`config.mk`:
```
export PLATFORM = sky130hd
export DESIGN_NAME = sha256_message_digest
export DESIGN_NICKNAME = d
export VERILOG_FILES = /design/src/sv/sha_pkg.sv /design/src/sv/sha_datapath.sv /design/src/sv/sha_ctrl.sv /design/src/sv/sha256_message_digest.sv
export SDC_FILE = /design/constraint.sdc
export NUM_CORES = 2
export LEC_CHECK = 0
export BUFFER_PORTS_ARGS = -buffer_cell sky130_fd_sc_hd__buf_2
export CAP_MARGIN = 20
export CORE_AREA = 2 2 415 335
export DETAILED_ROUTE_END_ITERATION = 8
export DIE_AREA = 0 0 417 337
export GPL_TIMING_DRIVEN = 0
export MAX_ROUTING_LAYER = met4
export PLACE_DENSITY = 0.69
export SLEW_MARGIN = 20
export SYNTH_ARGS = -nofsm -noshare
export SYNTH_HDL_FRONTEND = slang
export SYNTH_HIERARCHICAL = 1
export SYNTH_SLANG_ARGS = --single-unit
export TNS_END_PERCENT = 20
```
`constraint.sdc`:
```
create_clock -name clock -period 15.9 [get_ports clock]
set_input_delay 2.385 -clock clock [delete_from_list [all_inputs] [get_ports clock]]
set_output_delay 2.385 -clock clock [all_outputs]
set_load 0.005 [all_outputs]
```
`src/sv/sha_pkg.sv`:
```
// shared types, constants and round tables for the sha-256 digest block
`timescale 1ns / 1ps

package sha_pkg;

   typedef struct packed {
      logic [7:0] data_byte;
      logic       has_byte;
      logic       last;
   } req_type;

   typedef struct packed {
      logic [31:0] digest_word;
      logic [2:0]  word_index;
      logic        last_word;
   } rsp_type;

   typedef enum logic [1:0] {
      BYTE_MSG,
      BYTE_MARK,
      BYTE_ZERO,
      BYTE_LEN
   } byte_sel_type;

   typedef struct packed {
      logic         shift_en;
      byte_sel_type byte_sel;
      logic         count_en;
      logic         load_vars;
      logic         round_en;
      logic         fold;
      logic         restart;
      logic [5:0]   round;
      logic [2:0]   len_idx;
      logic [2:0]   word_idx;
   } cmd_type;

   typedef struct packed {
      logic fill_full;
      logic fill_at_len;
   } sts_type;

   localparam logic [7:0] PAD_MARK  = 8'h80;
   localparam logic [5:0] FILL_LAST = 6'd63;
   localparam logic [5:0] FILL_LEN  = 6'd56;
   localparam logic [5:0] ROUND_LAST = 6'd63;
   localparam logic [2:0] LEN_LAST  = 3'd7;
   localparam logic [2:0] WORD_LAST = 3'd7;

   localparam logic [31:0] INIT_HASH [8] = '{
      32'h6a09e667, 32'hbb67ae85, 32'h3c6ef372, 32'ha54ff53a,
      32'h510e527f, 32'h9b05688c, 32'h1f83d9ab, 32'h5be0cd19
   };

   localparam logic [31:0] ROUND_K [64] = '{
      32'h428a2f98, 32'h71374491, 32'hb5c0fbcf, 32'he9b5dba5,
      32'h3956c25b, 32'h59f111f1, 32'h923f82a4, 32'hab1c5ed5,
      32'hd807aa98, 32'h12835b01, 32'h243185be, 32'h550c7dc3,
      32'h72be5d74, 32'h80deb1fe, 32'h9bdc06a7, 32'hc19bf174,
      32'he49b69c1, 32'hefbe4786, 32'h0fc19dc6, 32'h240ca1cc,
      32'h2de92c6f, 32'h4a7484aa, 32'h5cb0a9dc, 32'h76f988da,
      32'h983e5152, 32'ha831c66d, 32'hb00327c8, 32'hbf597fc7,
      32'hc6e00bf3, 32'hd5a79147, 32'h06ca6351, 32'h14292967,
      32'h27b70a85, 32'h2e1b2138, 32'h4d2c6dfc, 32'h53380d13,
      32'h650a7354, 32'h766a0abb, 32'h81c2c92e, 32'h92722c85,
      32'ha2bfe8a1, 32'ha81a664b, 32'hc24b8b70, 32'hc76c51a3,
      32'hd192e819, 32'hd6990624, 32'hf40e3585, 32'h106aa070,
      32'h19a4c116, 32'h1e376c08, 32'h2748774c, 32'h34b0bcb5,
      32'h391c0cb3, 32'h4ed8aa4a, 32'h5b9cca4f, 32'h682e6ff3,
      32'h748f82ee, 32'h78a5636f, 32'h84c87814, 32'h8cc70208,
      32'h90befffa, 32'ha4506ceb, 32'hbef9a3f7, 32'hc67178f2
   };

   function automatic logic [31:0] rotr(input logic [31:0] v, input logic [4:0] s);
      logic [63:0] dbl;
      dbl = {v, v} >> s;
      return dbl[31:0];
   endfunction

endpackage

```
`src/sv/sha_datapath.sv`:
```
// sha-256 datapath: byte shift window, message schedule, round logic, chaining words
`timescale 1ns / 1ps

module sha_datapath (
   input  logic             clock,
   input  logic             reset,
   input  sha_pkg::cmd_type cmd,
   input  sha_pkg::req_type req_data,
   output sha_pkg::sts_type sts,
   output sha_pkg::rsp_type rsp_data
);

   logic [511:0] window_ff, window_in;
   logic [60:0]  count_ff, count_in;
   logic [5:0]   fill_ff, fill_in;
   logic [31:0]  chain_ff [8];
   logic [31:0]  chain_in [8];
   logic [31:0]  work_ff [8];
   logic [31:0]  work_in [8];

   logic [63:0] bit_len;
   logic [7:0]  len_byte;
   logic [7:0]  shift_byte;
   logic [31:0] w0, w1, w9, w14, sig0, sig1, w_next;
   logic [31:0] big0, big1, choose, major, t1, t2;

   assign bit_len  = {count_ff, 3'b000};
   // length goes out most significant byte first
   assign len_byte = 8'(bit_len >> {~cmd.len_idx, 3'b000});

   always_comb begin
      case (cmd.byte_sel)
         sha_pkg::BYTE_MSG:  shift_byte = req_data.data_byte;
         sha_pkg::BYTE_MARK: shift_byte = sha_pkg::PAD_MARK;
         sha_pkg::BYTE_ZERO: shift_byte = 8'h00;
         sha_pkg::BYTE_LEN:  shift_byte = len_byte;
         default:            shift_byte = 8'h00;
      endcase
   end

   // window holds w[t] .. w[t+15], w[t] in the top word
   assign w0  = window_ff[511:480];
   assign w1  = window_ff[479:448];
   assign w9  = window_ff[223:192];
   assign w14 = window_ff[63:32];
   assign sig0 = sha_pkg::rotr(w1, 5'd7) ^ sha_pkg::rotr(w1, 5'd18) ^ (w1 >> 3);
   assign sig1 = sha_pkg::rotr(w14, 5'd17) ^ sha_pkg::rotr(w14, 5'd19) ^ (w14 >> 10);
   assign w_next = w0 + sig0 + w9 + sig1;

   assign big1 = sha_pkg::rotr(work_ff[4], 5'd6) ^ sha_pkg::rotr(work_ff[4], 5'd11)
               ^ sha_pkg::rotr(work_ff[4], 5'd25);
   assign choose = (work_ff[4] & work_ff[5]) ^ (~work_ff[4] & work_ff[6]);
   assign t1 = work_ff[7] + big1 + choose + sha_pkg::ROUND_K[cmd.round] + w0;
   assign big0 = sha_pkg::rotr(work_ff[0], 5'd2) ^ sha_pkg::rotr(work_ff[0], 5'd13)
               ^ sha_pkg::rotr(work_ff[0], 5'd22);
   assign major = (work_ff[0] & work_ff[1]) ^ (work_ff[0] & work_ff[2])
                ^ (work_ff[1] & work_ff[2]);
   assign t2 = big0 + major;

   always_comb begin
      window_in = window_ff;
      if (cmd.shift_en) begin
         window_in = {window_ff[503:0], shift_byte};
      end else if (cmd.round_en) begin
         window_in = {window_ff[479:0], w_next};
      end

      count_in = count_ff;
      if (cmd.restart) begin
         count_in = '0;
      end else if (cmd.count_en) begin
         count_in = count_ff + 61'd1;
      end

      fill_in = cmd.shift_en ? fill_ff + 6'd1 : fill_ff;

      for (int i = 0; i < 8; i++) begin
         chain_in[i] = chain_ff[i];
         work_in[i]  = work_ff[i];
         if (cmd.restart) begin
            chain_in[i] = sha_pkg::INIT_HASH[i];
         end else if (cmd.fold) begin
            chain_in[i] = chain_ff[i] + work_ff[i];
         end
         if (cmd.load_vars) begin
            work_in[i] = chain_ff[i];
         end
      end

      if (cmd.round_en) begin
         work_in[0] = t1 + t2;
         work_in[1] = work_ff[0];
         work_in[2] = work_ff[1];
         work_in[3] = work_ff[2];
         work_in[4] = work_ff[3] + t1;
         work_in[5] = work_ff[4];
         work_in[6] = work_ff[5];
         work_in[7] = work_ff[6];
      end
   end

   always_ff @(posedge clock) begin
      window_ff <= window_in;
      for (int i = 0; i < 8; i++) begin
         work_ff[i] <= work_in[i];
      end
      if (reset) begin
         count_ff <= '0;
         fill_ff  <= '0;
         for (int i = 0; i < 8; i++) begin
            chain_ff[i] <= sha_pkg::INIT_HASH[i];
         end
      end else begin
         count_ff <= count_in;
         fill_ff  <= fill_in;
         for (int i = 0; i < 8; i++) begin
            chain_ff[i] <= chain_in[i];
         end
      end
   end

   assign sts.fill_full   = (fill_ff == sha_pkg::FILL_LAST);
   assign sts.fill_at_len = (fill_ff == sha_pkg::FILL_LEN);

   assign rsp_data.digest_word = chain_ff[cmd.word_idx];
   assign rsp_data.word_index  = cmd.word_idx;
   assign rsp_data.last_word   = (cmd.word_idx == sha_pkg::WORD_LAST);

endmodule

```
`src/sv/sha_ctrl.sv`:
```
// sha-256 controller: byte intake, padding sequence, round count and digest output
`timescale 1ns / 1ps

module sha_ctrl (
   input  logic             clock,
   input  logic             reset,
   input  logic             req_valid,
   input  sha_pkg::req_type req_data,
   output logic             req_ready,
   output logic             rsp_valid,
   input  logic             rsp_ready,
   input  sha_pkg::sts_type sts,
   output sha_pkg::cmd_type cmd
);

   typedef enum logic [2:0] {
      ST_IDLE,
      ST_ROUND,
      ST_FOLD,
      ST_MARK,
      ST_ZERO,
      ST_LEN,
      ST_OUT
   } state_type;

   state_type  state_ff, state_in;
   state_type  resume_ff, resume_in;
   logic [5:0] round_ff, round_in;
   logic [2:0] len_ff, len_in;
   logic [2:0] word_ff, word_in;
   logic       rsp_valid_ff, rsp_valid_in;
   logic       req_acc;

   assign req_ready = (state_ff == ST_IDLE);
   assign rsp_valid = rsp_valid_ff;
   assign req_acc   = req_valid && req_ready;

   always_comb begin
      state_in     = state_ff;
      resume_in    = resume_ff;
      round_in     = round_ff;
      len_in       = len_ff;
      word_in      = word_ff;
      rsp_valid_in = rsp_valid_ff;
      cmd          = '0;
      cmd.round    = round_ff;
      cmd.len_idx  = len_ff;
      cmd.word_idx = word_ff;

      case (state_ff)
         ST_IDLE: begin
            if (req_acc && req_data.has_byte) begin
               cmd.shift_en = 1'b1;
               cmd.byte_sel = sha_pkg::BYTE_MSG;
               cmd.count_en = 1'b1;
               if (sts.fill_full) begin
                  cmd.load_vars = 1'b1;
                  round_in      = '0;
                  state_in      = ST_ROUND;
                  resume_in     = req_data.last ? ST_MARK : ST_IDLE;
               end else if (req_data.last) begin
                  state_in = ST_MARK;
               end
            end else if (req_acc && req_data.last) begin
               state_in = ST_MARK;
            end
         end
         ST_ROUND: begin
            cmd.round_en = 1'b1;
            round_in     = round_ff + 6'd1;
            if (round_ff == sha_pkg::ROUND_LAST) begin
               state_in = ST_FOLD;
            end
         end
         ST_FOLD: begin
            cmd.fold = 1'b1;
            state_in = resume_ff;
            if (resume_ff == ST_OUT) begin
               rsp_valid_in = 1'b1;
               word_in      = '0;
            end
         end
         ST_MARK: begin
            cmd.shift_en = 1'b1;
            cmd.byte_sel = sha_pkg::BYTE_MARK;
            state_in     = ST_ZERO;
            if (sts.fill_full) begin
               cmd.load_vars = 1'b1;
               round_in      = '0;
               state_in      = ST_ROUND;
               resume_in     = ST_ZERO;
            end
         end
         ST_ZERO: begin
            if (sts.fill_at_len) begin
               len_in   = '0;
               state_in = ST_LEN;
            end else begin
               cmd.shift_en = 1'b1;
               cmd.byte_sel = sha_pkg::BYTE_ZERO;
               if (sts.fill_full) begin
                  cmd.load_vars = 1'b1;
                  round_in      = '0;
                  state_in      = ST_ROUND;
                  resume_in     = ST_ZERO;
               end
            end
         end
         ST_LEN: begin
            cmd.shift_en = 1'b1;
            cmd.byte_sel = sha_pkg::BYTE_LEN;
            len_in       = len_ff + 3'd1;
            // eighth length byte completes the final block
            if (len_ff == sha_pkg::LEN_LAST) begin
               cmd.load_vars = 1'b1;
               round_in      = '0;
               state_in      = ST_ROUND;
               resume_in     = ST_OUT;
            end
         end
         ST_OUT: begin
            if (rsp_ready) begin
               word_in = word_ff + 3'd1;
               if (word_ff == sha_pkg::WORD_LAST) begin
                  cmd.restart  = 1'b1;
                  rsp_valid_in = 1'b0;
                  state_in     = ST_IDLE;
               end
            end
         end
         default: begin
            state_in = ST_IDLE;
         end
      endcase
   end

   always_ff @(posedge clock) begin
      if (reset) begin
         state_ff     <= ST_IDLE;
         resume_ff    <= ST_IDLE;
         round_ff     <= '0;
         len_ff       <= '0;
         word_ff      <= '0;
         rsp_valid_ff <= 1'b0;
      end else begin
         state_ff     <= state_in;
         resume_ff    <= resume_in;
         round_ff     <= round_in;
         len_ff       <= len_in;
         word_ff      <= word_in;
         rsp_valid_ff <= rsp_valid_in;
      end
   end

endmodule

```
`src/sv/sha256_message_digest.sv`:
```
// top level of the sha-256 message digest block
// message bytes are taken one per cycle while idle; a full block then runs 64 rounds and a
// fold, and intake waits for them, as the single shared round unit serves every block
// on the last word padding shifts one byte a cycle, pausing during a compression, and ends
// with one or two compressions, then digest words go out one per cycle unless rsp_ready is low
// reset is synchronous: it restores the initial hash values and clears the byte count and
// all control state; the block buffer and round variables are not cleared
`timescale 1ns / 1ps

module sha256_message_digest (
   input  logic             clock,
   input  logic             reset,
   input  logic             req_valid,
   output logic             req_ready,
   input  sha_pkg::req_type req_data,
   output logic             rsp_valid,
   input  logic             rsp_ready,
   output sha_pkg::rsp_type rsp_data
);

   sha_pkg::cmd_type cmd;
   sha_pkg::sts_type sts;

   sha_ctrl u_ctrl (
      .clock     (clock),
      .reset     (reset),
      .req_valid (req_valid),
      .req_data  (req_data),
      .req_ready (req_ready),
      .rsp_valid (rsp_valid),
      .rsp_ready (rsp_ready),
      .sts       (sts),
      .cmd       (cmd)
   );

   sha_datapath u_datapath (
      .clock    (clock),
      .reset    (reset),
      .cmd      (cmd),
      .req_data (req_data),
      .sts      (sts),
      .rsp_data (rsp_data)
   );

endmodule

```
# Word level (Yosys, flattened, before mapping)
# Memory sizes are Yosys's and may differ from the RTL's. A register that Yosys moved wholly into a read port is not among the register bits.
# Index checks and enable logic that the tools add are counted.
[totals]
reg_bits = 598
latch_bits = 0
ramBits = 512
rom_bits = 2048
elab_cells = 197
memories = 3
[memory_table]
columns = ["name", "depth", "word_bits", "rd", "rd_clocked_by_memory_dff", "wr", "line", "rtl"]
rows = [
  ["(name not given)", 64, 32, 1, 0, 0, "sha_datapath.sv:53", "assign t1 = work_ff[7] + big1 + choose + sha_pkg::ROUND_K[cmd.round] + w0;"],
  ["u_datapath.chain_ff", 8, 32, 9, 1, 8, "sha_datapath.sv:16", "logic [31:0] chain_ff [8];"],
  ["u_datapath.work_ff", 8, 32, 8, 0, 8, "sha_datapath.sv:18", "logic [31:0] work_ff [8];"],
]
[classes]
add_sub_neg = 23
mul = 0
div_mod_pow = 0
n_lt_le_gt_ge = 1
n_eq_ne = 27
shifts = 1
n_mux = 89
n_bitwise = 27
n_reduce_logical = 17
[ops]
columns = ["op", "count"]
rows = [
  ["32-bit 2-to-1 mux", 34],
  ["512-bit 2-to-1 mux", 2],
  ["32-bit adder", 18],
  ["32-bit bitwise XOR", 9],
  ["256-bit 2-to-1 mux", 1],
  ["32-bit bitwise AND", 5],
  ["3-bit 2-to-1 mux", 22],
  ["64-bit by 6-bit >> shifter with 8-bit output", 1],
  ["61-bit by 1-bit adder with 61-bit output, second input constant", 1],
  ["32-bit NOT", 1],
  ["8-bit one-hot mux with 4 select lines", 1],
  ["32-bit by 22-bit bitwise XOR with 32-bit output", 1],
  ["32-bit by 29-bit bitwise XOR with 32-bit output", 1],
  ["6-bit one-hot mux with 5 select lines", 1],
  ["6-bit 2-to-1 mux", 4],
  ["3-bit one-hot mux with 4 select lines", 2],
  ["3-bit one-hot mux with 7 select lines", 1],
  ["3-bit equality test, second input constant", 6],
  ["6-bit equality test, second input constant", 3],
  ["1-bit 2-to-1 mux", 15],
  ["6-bit by 1-bit adder with 6-bit output, second input constant", 2],
  ["2-bit inequality test, second input constant", 6],
  ["3-bit one-hot mux with 2 select lines", 2],
  ["1-bit OR", 8],
  ["27 further kinds", 38],
]

# Logic depth before layout (Yosys ltp)
# An unclocked memory read counts as a cell.
[depth]
word_depth = 9
ltp_mapped = 40
ltp_nobuf = 39

# Modules after synthesis
# The synthesis kept the hierarchy.
[modules_own_cells]
columns = ["mod", "instances", "cells_per_inst", "area_per_inst_um2", "seq_area_each_um2"]
rows = [
  ["sha_datapath", 1, 6796, 73235.2, 29528.3],
  ["sha_ctrl", 1, 137, 1213.7, 380.4],
]

# Worst setup path before layout
# Ideal clock, no wire load.
[synth_path]
path_kind = "input to register"
from = "input req_data[1] (netlist name)"
to = "register u_datapath.window_ff[0], enable pin"
setup_time_ns = 0.667
t_arrival_ns = 9.818
required_time_ns = 15.233
path_slack_ns = 5.415
path_stages = 7
n_path_buf = 3
path_cell_list = "and3b_4 > o21ai_0 > nand2b_1 > clkbuf_1 > clkbuf_1 > clkbuf_1 > or2_2"
[synth_lines]
columns = ["item", "line", "rtl"]
rows = [
  ["from (decl)", "sha256_message_digest.sv:15", "input sha_pkg::req_type req_data,"],
  ["to (signal assigned)", "sha_datapath.sv:103", "window_ff <= window_in;"],
  ["to (decl)", "sha_datapath.sv:13", "logic [511:0] window_ff, window_in;"],
]

==> results_dict.tcl <==
set metrics [dict create \
    status "finished clean" \
    cts_buffers 117 \
    die_area_um2 141000 \
    multiInputGateArea_um2 41800 \
    rr_worst_depth 36 \
    hold_path_depth 2 \
    grt_overflow 0 \
    grt_max_degree 57 \
    postRouteAntennaNets 0 \
    synth.cell_area_um2 74400 \
    cp-end-kind "register" \
    fin_nets 7739 \
    start_util_pct 54.4 \
    worstSetupPathType "reg2reg" \
    synth.largest_area_cell "edfxtp_1" \
    slew_viol_final 0 \
    crit_buf_inv 5 \
    portBuffers 51 \
    hold_violations 0 \
    crit_family "compound AO/OA/AOI/OAI gates" \
    die_h_um 337 \
    synth-main-ff-cell "edfxtp_1" \
    synthesis.instances 6933 \
    area_delta_synth_final_pct 9.54 \
    period_minus_slack_ns 12.21 \
    cts.clk_slew.worst_paths_ns 0.06 \
    fin_tns_setup_ns 0 \
    cpPeakStageDelay_ns 0.88 \
    slowest_stage "dfxtp_1" \
    std_cell_rows 122 \
    required_ns 16.40 \
    finalSetupViolCount 0 \
    cts_hold_buf 0 \
    grt_pass1_vias 53500 \
    yosys_warnings 6 \
    seq_area_um2 29900 \
    ctsResizeCount 0 \
    synth_area_leaders "edfxtp_1 (31%), mux2_2 (11%), dfxtp_1 (9.2%)" \
    fin_crit_sh_pct 76.8 \
    cp_data_arrival_time_ns 12.71 \
    async_flop_share_pct 0 \
    crit_fanout 14 \
    cts_setup_buffers 0 \
    synth_top_cell_area_share_pct 31.0 \
    die_w_um 417 \
    drtIter0Drc 9970 \
    num_vias 58500 \
    slew_headroom_pct 13.1 \
    grt_pass1_wl_um 379000 \
    drc_errors 0 \
    maxCapViolCount 0 \
    fillers 11500 \
    syn_avg_cell_area_um2 10.7 \
    antenna_found_initial 21 \
    ys_seq_area_share_pct 40.2 \
    core-area_um2 137000 \
    wl_per_cell_um 29.5 \
    clock_latency_ns 0.78 \
    clock_path_buffers 3 \
    place_hpwl_um 208000 \
    drive_above_1_share_pct 16.6 \
    max_slew.worst_pin.slew_ns 1.30 \
    fmax_ghz 0.0819 \
    synth_edf_count 768 \
    first_pass_iters 8 \
    ctsHtreeMaxLevel 3 \
    start_kind "register" \
    vias_per_cell 6.46 \
    synth_seq_cells 1110 \
    ys_types 110 \
    drt-total-wl_um 267000 \
    rsz0062_at_grt "no" \
    track_usage_pct 38.3 \
    cts-root-buf "clkbuf_16" \
    gp_congestion 1.05 \
    syn_nets 7536 \
    crit_cells 36 \
    ioPinCount 52 \
    skew_ns 0.0647 \
    tritoncts "yes" \
    min_path_type "reg2reg" \
    clock-sinks 1110 \
]
registers in the layout, indices dropped and copies added (netlist names):
signal	flops
u_datapath/fill_ff	6
u_ctrl/state_ff	3
u_datapath/chain_ff	256
u_ctrl/resume_ff	3
u_ctrl/rsp_valid	1
u_datapath/count_ff	61
u_ctrl/len_ff	3
u_datapath/window_ff	512
u_ctrl/word_ff	3
u_ctrl/round_ff	6
u_datapath/work_ff	256
synth_stat cells (9+ instances only):
master / count
o21a_1: 52
or3_1: 26
nor2_1: 452
o22ai_1: 9
a31oi_1: 49
buf_1: 38
nand3_1: 91
nand2_1: 491
and4_1: 10
mux4_2: 86
edfxtp_1: 768
or2_2: 14
a311o_1: 10
o21ai_1: 14
nand2b_1: 71
ha_1: 394
xnor2_1: 399
maj3_1: 22
a21o_1: 173
a21boi_0: 16
nor3b_1: 9
mux2_2: 737
o21bai_1: 52
a311oi_1: 14
and3_1: 50
and2_1: 18
mux2i_1: 101
nor2b_1: 63
nor3_1: 70
a211o_1: 18
a21oi_1: 428
a41oi_1: 9
clkbuf_1: 275
a211oi_1: 71
o21ai_0: 413
dfxtp_1: 342
o31ai_1: 26
a2111oi_0: 9
o211ai_1: 31
fa_1: 195
nand4_1: 29
inv_1: 401
xor2_1: 218
area by class of cell:
cell class,instances,share of cell area [%]
buffer,321,1.59
tap,1798,2.76
antenna,21,0.0644
timing repair buffer,84,1.15
sequential,1110,36.7
multi-input combinational,5098,51.3
clock inverter,48,0.557
clock buffer,169,4.07
inverter,404,1.86
worst reg2reg max path, delay by kind of cell, from the launching register on:
family / cells / cell delay (ns)
xor gates and xnor gates: 3 / 0.90
buffers and inverters: 5 / 1.96
adders and majority gates: 6 / 2.54
muxes: 1 / 0.29
DFF: 1 / 0.88
and+or+nand+nor: 6 / 1.06
AOI/OAI and AO/OA: 15 / 4.34
per-layer routing:
metal	vias to the layer above	GRT usage [%]	wire (um)
li1	25500	-	-
met1	29100	58.2	120000
met2	3496	47.6	100000
met3	393	13.6	39900
met4	0	8.63	6280
met5	-	-	0
stage by stage:
step	util [%]	setup slack (ns)	hold slack, ns	std cells	instance area (um^2)
after floorplan	-	5.42	0.457	6933	74400
after global placement	56.2	1.61	0.471	8782	77000
after detailed placement	56.8	4.23	0.486	8814	77700
after CTS	59.5	4.15	0.498	9031	81500
after global routing	59.5	3.42	0.518	9040	81500
final	59.6	3.69	0.499	9053	81600
path summary, 6_finish.rpt:
check                                      from                                   to  slack [ns]
min reg2reg  u_datapath/fill_ff[5]$_SDFFE_PP0P_   u_datapath/fill_ff[5]$_SDFFE_PP0P_        0.50
min          u_datapath/fill_ff[5]$_SDFFE_PP0P_   u_datapath/fill_ff[5]$_SDFFE_PP0P_        0.50
max             u_ctrl/round_ff[1]$_SDFFE_PP0P_  u_datapath/work_ff[0][31]$_DFFE_PP_        3.69
max reg2reg     u_ctrl/round_ff[1]$_SDFFE_PP0P_  u_datapath/work_ff[0][31]$_DFFE_PP_        3.69
logic make-up (layout without fill, tap and decap cells):
| family | count (synthesis) | in the layout | synth area share, % |
|---|---|---|---|
| compound gates | 1509 | 1509 | 12.8 |
| simple gates | 1435 | 1435 | 8.79 |
| flops | 1110 | 1110 | 40.2 |
| mux | 926 | 926 | 15.1 |
| buf+inv | 725 | 1026 | 3.69 |
| xor+xnor | 617 | 617 | 7.26 |
| fa+ha+maj | 611 | 611 | 12.2 |
| other cells | 0 | 21 | 0 |
cells in the final DEF, fill, tap and decap left out, types with 86 or more instances in the layout:
cell	Yosys	layout
edfxtp_1	768	768
mux2_2	737	737
nand2_1	491	491
nor2_1	452	452
a21oi_1	428	428
o21ai_0	413	408
inv_1	401	401
xnor2_1	399	399
ha_1	394	394
dfxtp_1	342	342
clkbuf_1	275	275
xor2_1	218	218
fa_1	195	195
a21o_1	173	173
clkbuf_16	0	121
mux2i_1	101	101
nand3_1	91	91
mux4_2	86	86
Power is not shown: default switching activity piles up to over one toggle a cycle in this logic, so the estimate is an artifact.
